[src/design/amo_pkg.sv]
package amo_pkg;

  localparam int unsigned MaxCentersDef = 8;
  localparam int unsigned QuantumMaxDef = 65535;
  localparam int unsigned FracBitsDef   = 4;

  localparam int unsigned ChanW   = 16;
  localparam int unsigned CoordW  = 20;
  localparam int unsigned CfgW    = 20;
  localparam int unsigned CfgIdxW = 3;
  localparam int unsigned RadSqW  = 2 * CoordW;

  typedef enum logic [1:0] {
    CMD_CLEAR  = 2'd0,
    CMD_APPEND = 2'd1,
    CMD_PIXEL  = 2'd2
  } amo_cmd_e;

  typedef enum logic [CfgIdxW-1:0] {
    REG_WIDTH  = 3'd0,
    REG_HEIGHT = 3'd1,
    REG_FILL   = 3'd2,
    REG_OUTER  = 3'd3,
    REG_INNER  = 3'd4,
    REG_KEEP   = 3'd5
  } amo_reg_e;

  typedef struct packed {
    logic [1:0]        cmd;
    logic [CoordW-1:0] center_x;
    logic [CoordW-1:0] center_y;
    logic [ChanW-1:0]  pixel_x;
    logic [ChanW-1:0]  pixel_y;
    logic [ChanW-1:0]  src_red;
    logic [ChanW-1:0]  src_green;
    logic [ChanW-1:0]  src_blue;
  } amo_in_t;

  typedef struct packed {
    logic [ChanW-1:0] out_red;
    logic [ChanW-1:0] out_green;
    logic [ChanW-1:0] out_blue;
    logic             hole_too_big;
  } amo_out_t;

  typedef struct packed {
    logic [ChanW-1:0] red;
    logic [ChanW-1:0] green;
    logic [ChanW-1:0] blue;
  } amo_rgb_t;

  // stage load enables shared by all lanes
  typedef struct packed {
    logic s1;
    logic s2;
    logic s3;
  } amo_pipe_en_t;

endpackage

[src/design/amo_table.sv]
module amo_table import amo_pkg::*; #(
  parameter int unsigned MAX_CENTERS = MaxCentersDef,
  parameter int unsigned FRAC_BITS   = FracBitsDef,
  parameter int unsigned CW          = CoordW
) (
  input  logic                            clk_i,
  input  logic                            rst_ni,
  input  logic                            wr_i,
  input  logic [1:0]                      cmd_i,
  input  logic [CoordW-1:0]               center_x_i,
  input  logic [CoordW-1:0]               center_y_i,
  input  logic [ChanW-1:0]                image_width_i,
  input  logic [ChanW-1:0]                image_height_i,
  output logic [MAX_CENTERS-1:0][CW-1:0]  cx_o,
  output logic [MAX_CENTERS-1:0][CW-1:0]  cy_o,
  output logic [MAX_CENTERS-1:0]          lane_en_o
);

  localparam int unsigned CntW = $clog2(MAX_CENTERS + 1);

  logic [CoordW-1:0] tab_x_q [MAX_CENTERS];
  logic [CoordW-1:0] tab_y_q [MAX_CENTERS];
  logic [CntW-1:0]   cnt_d, cnt_q;
  logic              do_clear, do_append;

  assign do_clear  = wr_i && (amo_cmd_e'(cmd_i) == CMD_CLEAR);
  assign do_append = wr_i && (amo_cmd_e'(cmd_i) == CMD_APPEND) &&
                     (cnt_q < CntW'(MAX_CENTERS));

  always_comb begin
    cnt_d = cnt_q;
    if (do_clear) begin
      cnt_d = '0;
    end else if (do_append) begin
      cnt_d = cnt_q + CntW'(1);
    end
  end

  always_ff @(posedge clk_i or negedge rst_ni) begin
    if (!rst_ni) begin
      cnt_q <= '0;
    end else begin
      cnt_q <= cnt_d;
    end
  end

  always_ff @(posedge clk_i) begin
    for (int i = 0; i < MAX_CENTERS; i++) begin
      if (do_append && (cnt_q == CntW'(i))) begin
        tab_x_q[i] <= center_x_i;
        tab_y_q[i] <= center_y_i;
      end
    end
  end

  // empty table: lane 0 tests the image midpoint
  always_comb begin
    for (int i = 0; i < MAX_CENTERS; i++) begin
      cx_o[i]      = CW'(tab_x_q[i]);
      cy_o[i]      = CW'(tab_y_q[i]);
      lane_en_o[i] = cnt_q > CntW'(i);
    end
    if (cnt_q == '0) begin
      cx_o[0]      = CW'(image_width_i) << (FRAC_BITS - 1);
      cy_o[0]      = CW'(image_height_i) << (FRAC_BITS - 1);
      lane_en_o[0] = 1'b1;
    end
  end

  assert property (@(posedge clk_i) disable iff (!rst_ni)
    cnt_q <= CntW'(MAX_CENTERS))
    else $error("center count past limit");

  assert property (@(posedge clk_i) disable iff (!rst_ni)
    do_clear |=> cnt_q == '0)
    else $error("clear did not empty the table");

endmodule

[config.mk]
export PLATFORM = sky130hd
export DESIGN_NAME = amo_table
export DESIGN_NICKNAME = d
export VERILOG_FILES = /design/src/design/amo_pkg.sv /design/src/design/amo_table.sv
export SDC_FILE = /design/constraint.sdc
export NUM_CORES = 1
export LEC_CHECK = 0
export ABC_AREA = 1
export BUFFER_PORTS_ARGS = -buffer_cell sky130_fd_sc_hd__buf_2
export CAP_MARGIN = 20
export CORE_ASPECT_RATIO = 0.75
export CORE_UTILIZATION = 25
export DETAILED_ROUTE_END_ITERATION = 10
export GPL_ROUTABILITY_DRIVEN = 0
export SYNTH_ARGS = -nofsm -noshare
export SYNTH_HDL_FRONTEND = slang
export SYNTH_SLANG_ARGS = --single-unit
export TNS_END_PERCENT = 30
[constraint.sdc]
create_clock -name clk_i -period 4.8 [get_ports clk_i]
set_clock_uncertainty 0.05 [all_clocks]
set_input_delay 0.24 -clock clk_i [delete_from_list [all_inputs] [get_ports clk_i]]
set_output_delay 0.24 -clock clk_i [all_outputs]
set_load 0.02 [all_outputs]
==> impl_metrics.py <==
metrics = {
    "run_status": {
        "status": "finished clean",
    },
    "clocking": {
        "numCtsBuffers": 34,
        "cts_setup_buffers": 0,
        "cts_root_buffer": "clkbuf_16",
        "post_cts_resized": 0,
        "htreeDepth": 2,
        "insertion_delay_ns": 0.52,
        "cts_hold_buf": 44,
        "clockBufferDepth": 3,
        "clk_pin_slew_worst_paths_ns": 0.06,
        "clock_sinks": 324,
        "cts_tree": "done",
    },
    "yosys": {
        "synth-simple-area-share": 0.04861,
        "synth_seq_cells": 324,
        "synth_top_area_frac": 0.8428,
        "seq_area_frac_synth": 0.8515,
        "synth_top_family_by_area": "buffers and inverters",
        "synthCells": 622,
        "synth_nets": 703,
        "netlist_area_um2": 11400,
        "synth_cell_types": 19,
        "synth_compound_area_frac": 0.002195,
        "postSynthAreaPerCell_um2": 18.33,
        "synth_xor_area_frac": 0,
        "yosys-top-cells-area": "edfxtp_1 (84%), buf_4 (8.2%), nand2_1 (3.8%), dfrtp_1 (0.88%), inv_1 (0.63%)",
        "synthMuxAreaShare": 0,
        "synthAdderAreaFrac": 0.004389,
        "yosysWarnings": 0,
        "synth_area_leader_cell": "edfxtp_1",
    },
    "critical_path": {
        "worst_path_most_repeated_cell": "inv_1",
        "critical-path-max-stage-delay_ns": 0.65,
        "critPathLaunchType": "flop",
        "path_depth": 7,
        "required_ns": 4.92,
        "path_cells": "inv_1, ha_1, inv_1, nor2_8, inv_4, nor2_4, buf_4",
        "worst_r2r_path_depth": 7,
        "worst-path-buf-inv": 4,
        "crit_family": "simple AND/OR/NAND/NOR gates",
        "cp-end-kind": "flop",
        "cp_slowest_cell": "nor2_8",
        "critical_path_class": "reg -> reg",
        "arrival_ns": 3.47,
        "crit_fanout": 41,
    },
    "place": {
        "dpl_cell_area_um2": 13300,
        "io_buffers": 403,
        "hpwl_um": 18340,
    },
    "floorplan": {
        "core_area_um2": 44850,
        "initial_core_util": 0.2542,
        "die_w_um": 248.6,
        "dieArea_um2": 46480,
        "std_cell_rows": 67,
        "die_y_um": 187.0,
        "num_io_pins": 405,
    },
    "route": {
        "post_drt_via_cell_ratio": 3.896,
        "wirelength_um": 29500,
        "wl_per_cell_um": 18.46,
        "num_vias": 6226,
        "drtIter0Drc": 348,
        "drc": 0,
        "dr.pass1.iters": 4,
        "final_antenna_net_count": 0,
    },
    "sta": {
        "worst_pin_slew_ns": 0.8060,
        "slew_headroom": 0.4626,
        "rsz0062_at_grt": "false",
        "setup_viol": 0,
        "post-route-period-util": 0.6991,
        "max_freq_ghz": 0.2980,
        "slew_viol_final": 0,
        "post-route-min-period_ns": 3.356,
        "setup_tns_ns": 0,
        "whs_ns": 0.04795,
        "final-hold-violation-count": 0,
    },
    "final_layout": {
        "nets": 1067,
        "layout_common_cells": "buf_2 (403), edfxtp_1 (320), nand2_1 (115)",
        "syn_to_final_growth_pct": 30.59,
        "antenna_cells": 0,
        "final_common_cell": "buf_2",
        "drive_gt1_frac": 0.4684,
        "final_area_um2": 14890,
    },
    "power": {
        "power.switching_mw": 1.477,
        "totalPowerFinal_mw": 6.434,
        "switching_share": 0.2296,
        "combPwrFrac": 0.090,
        "seqPwrFrac": 0.491,
        "p_leak_nw": 5.853,
        "peakVddDrop_mv": 0.2377,
        "power_density_nw_per_um2": 432.1,
        "p_int_mw": 4.957,
        "clkPwrFrac": 0.419,
    },
    "worst_hold_path": {
        "min_delay_path_depth": 1,
        "hp-class": "in -> reg",
    },
    "global_routing": {
        "grt_pass1_wl_um": 42610,
        "grt_max_degree": 42,
        "antenna_found_initial": 1,
        "overflow": 0,
        "grt_usage": 0.1247,
        "grt_pass1_vias": 6415,
    },
    "flow_run": {
        "drv_cap": 0,
    },
}
==> Yosys cell counts, drive strengths merged <==
| cell type | n |
|---|---|
| or2 | 1 |
| nand2 | 115 |
| conb | 1 |
| ha | 4 |
| nor3 | 5 |
| o21ai | 4 |
| nand4 | 1 |
| inv | 21 |
| nor2 | 15 |
| clkbuf | 1 |
| a21oi | 1 |
| buf | 128 |
| nand3 | 1 |
| dfrtp | 4 |
| edfxtp | 320 |
==> cell type report <==
cell class                 instances  area [um^2]
fill                            4366        29960
sequential                       324         9709
timing repair buffer             457         2532
clock buffer                      49        980.9
tap                              586        733.2
multi-input combinational        148        680.7
clock inverter                    13        170.2
inverter                          21        83.83
==> state kept, by name, indices dropped and copies added, names as in the netlist <==
register and cells:
cnt_q 4, tab_x_q 160, tab_y_q 160
==> metrics by stage <==
| stage | setup WS, ns | cells | util |
|---|---|---|---|
| 2_1_floorplan | 0.6943 | 622 | - |
| 3_3_place_gp | 1.460 | 1492 | 0.2965 |
| 3_5_place_dp | 1.293 | 1492 | 0.2965 |
| 4_1_cts | 1.273 | 1598 | 0.3320 |
| 5_1_grt | 1.071 | 1598 | 0.3320 |
| 6_report | 1.444 | 1598 | 0.3320 |
==> path summary, 6_finish.rpt <==
| path | startpoint | end | slack [ns] |
|---|---|---|---|
| worst max-delay path | cnt_q[0] | tab_y_q[0][2] | 1.44 |
| worst max register to register | cnt_q[0] | tab_y_q[0][2] | 1.44 |
| min in group asynchronous | rst_ni | cnt_q[3] | 0.58 |
| worst min-delay path | center_y_i[7] | tab_y_q[0][7] | 0.05 |
| worst min register to register | cnt_q[1] | cnt_q[1] | 0.53 |
| max in group asynchronous | rst_ni | cnt_q[1] | 3.95 |
==> power groups by stage <==
stage               clock network (mW)  logic (mW)  registers [mW]
detailed placement                   0       0.564            3.22
finish                            2.69       0.578            3.16
CTS                               2.79       0.593            3.16
global placement                     0       0.554            3.22
global route                      2.89       0.632            3.16
floorplan                            0       0.336            3.23
==> routing by layer <==
metal / wire length [um] / up-vias / share of wire / GRT usage
met4: 488 / 0 / 0.017 / 0.03751
met1: 12330 / 3078 / 0.42 / 0.1538
met5: 0 / - / 0 / 0
li1: - / 2821 / - / -
met3: 2303 / 37 / 0.078 / 0.03924
met2: 14380 / 290 / 0.49 / 0.2088
==> logic make-up after synthesis <==
| logic type | Yosys count |
|---|---|
| buffers and inverters | 150 |
| AND/OR/NAND/NOR | 138 |
| flip-flops | 324 |
| other | 1 |
| adder cells (fa/ha/maj) | 4 |
| AO/OA/AOI/OAI | 5 |
No activity file was read; power rests on OpenSTA's default activity.
