===== config.mk =====
export PLATFORM = sky130hd
export DESIGN_NAME = amo_lane
export DESIGN_NICKNAME = d
export VERILOG_FILES = /design/src/design/amo_pkg.sv /design/src/design/amo_lane.sv
export SDC_FILE = /design/constraint.sdc
export NUM_CORES = 2
export LEC_CHECK = 0
export BUFFER_PORTS_ARGS = -buffer_cell sky130_fd_sc_hd__buf_2
export CORE_ASPECT_RATIO = 1.25
export CORE_MARGIN = 2
export CORE_UTILIZATION = 53
export CTS_BUF_LIST = sky130_fd_sc_hd__clkbuf_4
export DETAILED_ROUTE_END_ITERATION = 8
export GPL_TIMING_DRIVEN = 0
export PLACE_DENSITY_LB_ADDON = 0.2
export RECOVER_POWER = 50
export SLEW_MARGIN = 20
export SYNTH_ARGS = -nofsm -noshare
export SYNTH_HDL_FRONTEND = slang
export SYNTH_SLANG_ARGS = --single-unit

===== constraint.sdc =====
create_clock -name clk_i -period 10.5 [get_ports clk_i]
set_input_delay 1.575 -clock clk_i [delete_from_list [all_inputs] [get_ports clk_i]]
set_output_delay 1.575 -clock clk_i [all_outputs]
set_load 0.01 [all_outputs]

===== src/design/amo_pkg.sv =====
package amo_pkg;

  localparam int unsigned MaxCentersDef = 8;
  localparam int unsigned QuantumMaxDef = 65535;
  localparam int unsigned FracBitsDef   = 4;

  localparam int unsigned ChanW   = 16;
  localparam int unsigned CoordW  = 20;
  localparam int unsigned CfgW    = 20;
  localparam int unsigned CfgIdxW = 3;
  localparam int unsigned RadSqW  = 2 * CoordW;

  typedef enum logic [1:0] {
    CMD_CLEAR  = 2'd0,
    CMD_APPEND = 2'd1,
    CMD_PIXEL  = 2'd2
  } amo_cmd_e;

  typedef enum logic [CfgIdxW-1:0] {
    REG_WIDTH  = 3'd0,
    REG_HEIGHT = 3'd1,
    REG_FILL   = 3'd2,
    REG_OUTER  = 3'd3,
    REG_INNER  = 3'd4,
    REG_KEEP   = 3'd5
  } amo_reg_e;

  typedef struct packed {
    logic [1:0]        cmd;
    logic [CoordW-1:0] center_x;
    logic [CoordW-1:0] center_y;
    logic [ChanW-1:0]  pixel_x;
    logic [ChanW-1:0]  pixel_y;
    logic [ChanW-1:0]  src_red;
    logic [ChanW-1:0]  src_green;
    logic [ChanW-1:0]  src_blue;
  } amo_in_t;

  typedef struct packed {
    logic [ChanW-1:0] out_red;
    logic [ChanW-1:0] out_green;
    logic [ChanW-1:0] out_blue;
    logic             hole_too_big;
  } amo_out_t;

  typedef struct packed {
    logic [ChanW-1:0] red;
    logic [ChanW-1:0] green;
    logic [ChanW-1:0] blue;
  } amo_rgb_t;

  // stage load enables shared by all lanes
  typedef struct packed {
    logic s1;
    logic s2;
    logic s3;
  } amo_pipe_en_t;

endpackage


===== src/design/amo_lane.sv =====
module amo_lane import amo_pkg::*; #(
  parameter int unsigned CW = CoordW
) (
  input  logic              clk_i,
  input  logic              rst_ni,
  input  amo_pipe_en_t      en_i,
  input  logic [CW-1:0]     px_i,
  input  logic [CW-1:0]     py_i,
  input  logic [CW-1:0]     cx_i,
  input  logic [CW-1:0]     cy_i,
  input  logic              lane_en_i,
  input  logic [RadSqW-1:0] r2_i,
  input  logic [RadSqW-1:0] h2_i,
  output logic              hit_o
);

  localparam int unsigned SqW  = 2 * CW;
  localparam int unsigned SumW = SqW + 1;

  logic [CW-1:0]   ax_d, ay_d, ax_q, ay_q;
  logic [SqW-1:0]  sqx_q, sqy_q;
  logic [SumW-1:0] dsq;
  logic            en1_q, en2_q, hit_q;

  assign ax_d = (px_i >= cx_i) ? px_i - cx_i : cx_i - px_i;
  assign ay_d = (py_i >= cy_i) ? py_i - cy_i : cy_i - py_i;
  assign dsq  = SumW'(sqx_q) + SumW'(sqy_q);

  always_ff @(posedge clk_i) begin
    if (en_i.s1) begin
      ax_q  <= ax_d;
      ay_q  <= ay_d;
      en1_q <= lane_en_i;
    end
    if (en_i.s2) begin
      sqx_q <= ax_q * ax_q;
      sqy_q <= ay_q * ay_q;
      en2_q <= en1_q;
    end
  end

  always_ff @(posedge clk_i or negedge rst_ni) begin
    if (!rst_ni) begin
      hit_q <= 1'b0;
    end else if (en_i.s3) begin
      hit_q <= en2_q && (dsq >= SumW'(h2_i)) && (dsq <= SumW'(r2_i));
    end
  end

  assign hit_o = hit_q;

endmodule


==> results.sh <==
export IMPL_outcome="finished, violations left"
export IMPL_violated_checks="max-capacitance violations, max-slew violations"
export IMPL_floorplan_core_area_sq_um=64500
export IMPL_postSynthNetCount=5056
export IMPL_wl_mm=86.3
export IMPL_timing_worst_setup_path_type="flop to flop"
export IMPL_grt_usage_pct=26.7
export IMPL_slowest_delay_ns=0.61
export IMPL_globalplace_congestion=0.918
export IMPL_postCtsHoldBufs=0
export IMPL_cts_h_tree_depth=4
export IMPL_r2r_start="ax_q[10]$_DFFE_PP_"
export IMPL_layout_min_cycle_time_ns=8.72
export IMPL_clock_latency_ns=0.68
export IMPL_first_global_vias=27600
export IMPL_clock_transition_at_the_registers_of_the_reported_paths_ns=0.14
export IMPL_ys_types=82
export IMPL_die_height_um=290
export IMPL_clk_path_buf_depth=2
export IMPL_final_layout_net_count=5243
export IMPL_layout_stage_area_growth_over_the_synthesis_result_pct=6.29
export IMPL_grt_setup_unrepaired="no"
export IMPL_achievable_frequency_mhz=115
export IMPL_pin_count=167
export IMPL_post_synth_inst_count=3824
export IMPL_yosys_register_bits=121
export IMPL_synth_seq_area_share_pct=10.5
export IMPL_clock_root_buffer="clkbuf_4"
export IMPL_layout_commonest_cell="inv_1"
export IMPL_worst_path_max_delay_cell="clkbuf_1"
export IMPL_cts_inserted_buffers=17
export IMPL_critPathMostFrequentCell="fa_1"
export IMPL_cts_resized_gates=0
export IMPL_worst_slew_margin_rel_pct=-58.8
export IMPL_setup_violations=0
export IMPL_place_detailed_hpwl_mm=73.8
export IMPL_number_of_maximum_capacitance_constraint_violations=3
export IMPL_synth_cell_area_sq_um=34600
export IMPL_route_detailed_drc=0
export IMPL_crit_path_start="ax_q[10]$_DFFE_PP_"
export IMPL_cts_tree="yes"
export IMPL_synth_enable_flop_cells=120
export IMPL_layout_common_cells="inv_1, fa_1, ha_1"
export IMPL_die_width_um=233
export IMPL_grt_first_pass_wirelength_mm=140
export IMPL_regToRegEndpoint="sqx_q[31]$_DFFE_PP_"
export IMPL_gr_total_overflow=0
export IMPL_timing_critical_path_fanout_max=10
export IMPL_vias_per_cell=5.42
export IMPL_grt_antenna_before_repair=2
export IMPL_final_setup_tns_ns=0
export IMPL_numPortBuffers=166
export IMPL_ys_dominant_reg_cell="edfxtp_1"
export IMPL_setup_skew_ns=0.0348
export IMPL_setup_worst_path_end="sqx_q[31]$_DFFE_PP_"
export IMPL_period_share_pct=83.0
export IMPL_postSynthAreaPerCell_sq_um=9.06
export IMPL_cp_end_kind="flop"
export IMPL_report_final_hold_viol_count=0
export IMPL_hold_path_class="flop to flop"
export IMPL_num_vias=26400
export IMPL_cts_setup_buffers=0
export IMPL_synth_warnings=0
export IMPL_numClockSinks=121
export IMPL_overall_die_area_sq_um=67400
export IMPL_ys_async_sr_fraction_pct=0.826
export IMPL_worst_r2r_cell_count=24
export IMPL_setup_crit_start_kind="flop"
export IMPL_first_pass_iters=6
export IMPL_setup_slack_after_layout_ns=1.78
export IMPL_fp_row_count=104
export IMPL_route_detailed_wl_per_inst_um=17.7
export IMPL_report_final_slew_viol_count=108
export IMPL_worst_slew_pin_slew_ns=2.38
export IMPL_final_layout_size_suffix_gt1_share_pct=6.19
export IMPL_setup_reg_to_reg_worst_slack_ns=1.78
export IMPL_cp_data_required_time_ns=10.92
export IMPL_ant_nets=0
export IMPL_start_util_pct=53.7
export IMPL_worstPathCellList="clkbuf_1 -> clkbuf_1 -> nand2_1 -> fa_1 -> inv_1 -> fa_1 -> fa_1 -> fa_1 -> inv_1 -> fa_1 -> inv_1 -> fa_1 -> fa_1 -> ha_1 -> nand2_1 -> or4_1 -> a211oi_1 -> o31ai_1 -> a211oi_1 -> o41ai_1 -> o21ai_0 -> nand4_1 -> a32oi_1 -> xor2_1"
export IMPL_first_iter_violations=1655
export IMPL_crit_arrival_ns=9.14
export IMPL_grt_max_degree=45
export IMPL_place_ws_ns=1.80
## worst max-delay path, delay by kind of cell (launching register included)
kind / cells / cell delay, ns
AO/OA/AOI/OAI: 6 / 1.81
buffers and inverters: 5 / 1.23
adder cells (fa/ha/maj): 8 / 3.92
flip-flops: 1 / 0.48
AND/OR/NAND/NOR: 4 / 0.94
XOR/XNOR: 1 / 0.10
## Yosys cell counts, types with 6 or more instances
cell	count	area [sq um]
inv_1	892	3350
fa_1	559	11200
ha_1	507	6340
nand2_1	350	1310
a21oi_1	198	991
and2_1	140	876
edfxtp_1	120	3600
nor2_1	113	424
o21ai_0	110	551
xnor2_1	109	955
clkbuf_1	102	383
a21o_1	100	751
xor2_1	66	578
nor2b_1	42	263
nand4_1	41	257
nand3_1	37	185
nor3_1	28	140
o21bai_1	27	203
o21a_1	25	188
nand2b_1	22	138
a211oi_1	16	120
mux2i_1	15	150
or2_2	15	93.8
a31oi_1	13	81.3
o31ai_1	13	97.6
and3_1	12	75.1
o211ai_1	11	82.6
a31o_2	8	70.1
or3_1	7	43.8
a221oi_1	6	52.6
mux2_2	6	67.6
## cell type report
cell class / instances / area [sq um]
fillers: 5976 / 27700
multi-input cells: 2694 / 27200
flip-flops and latches: 121 / 3630
inverters: 892 / 3350
well taps: 848 / 1060
repair buffers: 168 / 833
plain buffers: 117 / 472
clock inverters: 15 / 145
clock buffers: 17 / 128
diodes: 2 / 5.00
## registers in the layout, summed over array words and instances, names as in the netlist
| register | count |
|---|---|
| sqx_q | 39 |
| sqy_q | 39 |
| ax_q | 20 |
| ay_q | 20 |
| en1_q | 1 |
| en2_q | 1 |
| hit_o | 1 |
## per-stage QoR
step / util, % / std cells / hold slack (ns) / instance area (sq um)
after floorplan: - / 3824 / 0.400 / 34600
after global placement: 56.6 / 4838 / 0.407 / 36500
after detailed placement: 56.6 / 4839 / 0.415 / 36600
after CTS: 57.1 / 4871 / 0.448 / 36800
after global routing: 57.0 / 4873 / 0.464 / 36800
final: 57.0 / 4874 / 0.446 / 36800
## cell families (layout without fill, tap and decap cells)
kind of cell,after synthesis,count (layout),synth area share [%]
AO/OA/AOI/OAI,598,598,11.1
XOR/XNOR,175,175,4.43
other,0,2,0
buffers and inverters,1009,1209,11.0
AND/OR/NAND/NOR,832,832,11.6
multiplexers,22,22,0.661
flip-flops,121,121,10.5
adder cells (fa/ha/maj),1067,1067,50.7
## how the worst min path moves through the flow
stage	startpoint	to	slack, ns	cells after the start
finish	en1_q$_DFFE_PP_	en2_q$_DFFE_PP_	0.45	0
global route	en1_q$_DFFE_PP_	en2_q$_DFFE_PP_	0.46	0
CTS	en1_q$_DFFE_PP_	en2_q$_DFFE_PP_	0.45	0
detailed placement	en1_q$_DFFE_PP_	en2_q$_DFFE_PP_	0.42	0
global placement	en1_q$_DFFE_PP_	en2_q$_DFFE_PP_	0.41	0
floorplan	en1_q$_DFFE_PP_	en2_q$_DFFE_PP_	0.40	0
## layer usage
| metal | wire, um | GRT usage (%) | vias up | share of wire [%] |
|---|---|---|---|---|
| li1 | - | - | 12500 | - |
| met1 | 36400 | 34.9 | 13000 | 42 |
| met2 | 41900 | 46.0 | 784 | 49 |
| met3 | 5360 | 3.54 | 158 | 6.2 |
| met4 | 2590 | 8.84 | 0 | 3.0 |
| met5 | 0 | 0 | - | 0 |
Power is left out: the tool's default activity adds up to more than one toggle a clock period on the data nets, which glitch-free logic cannot reach.
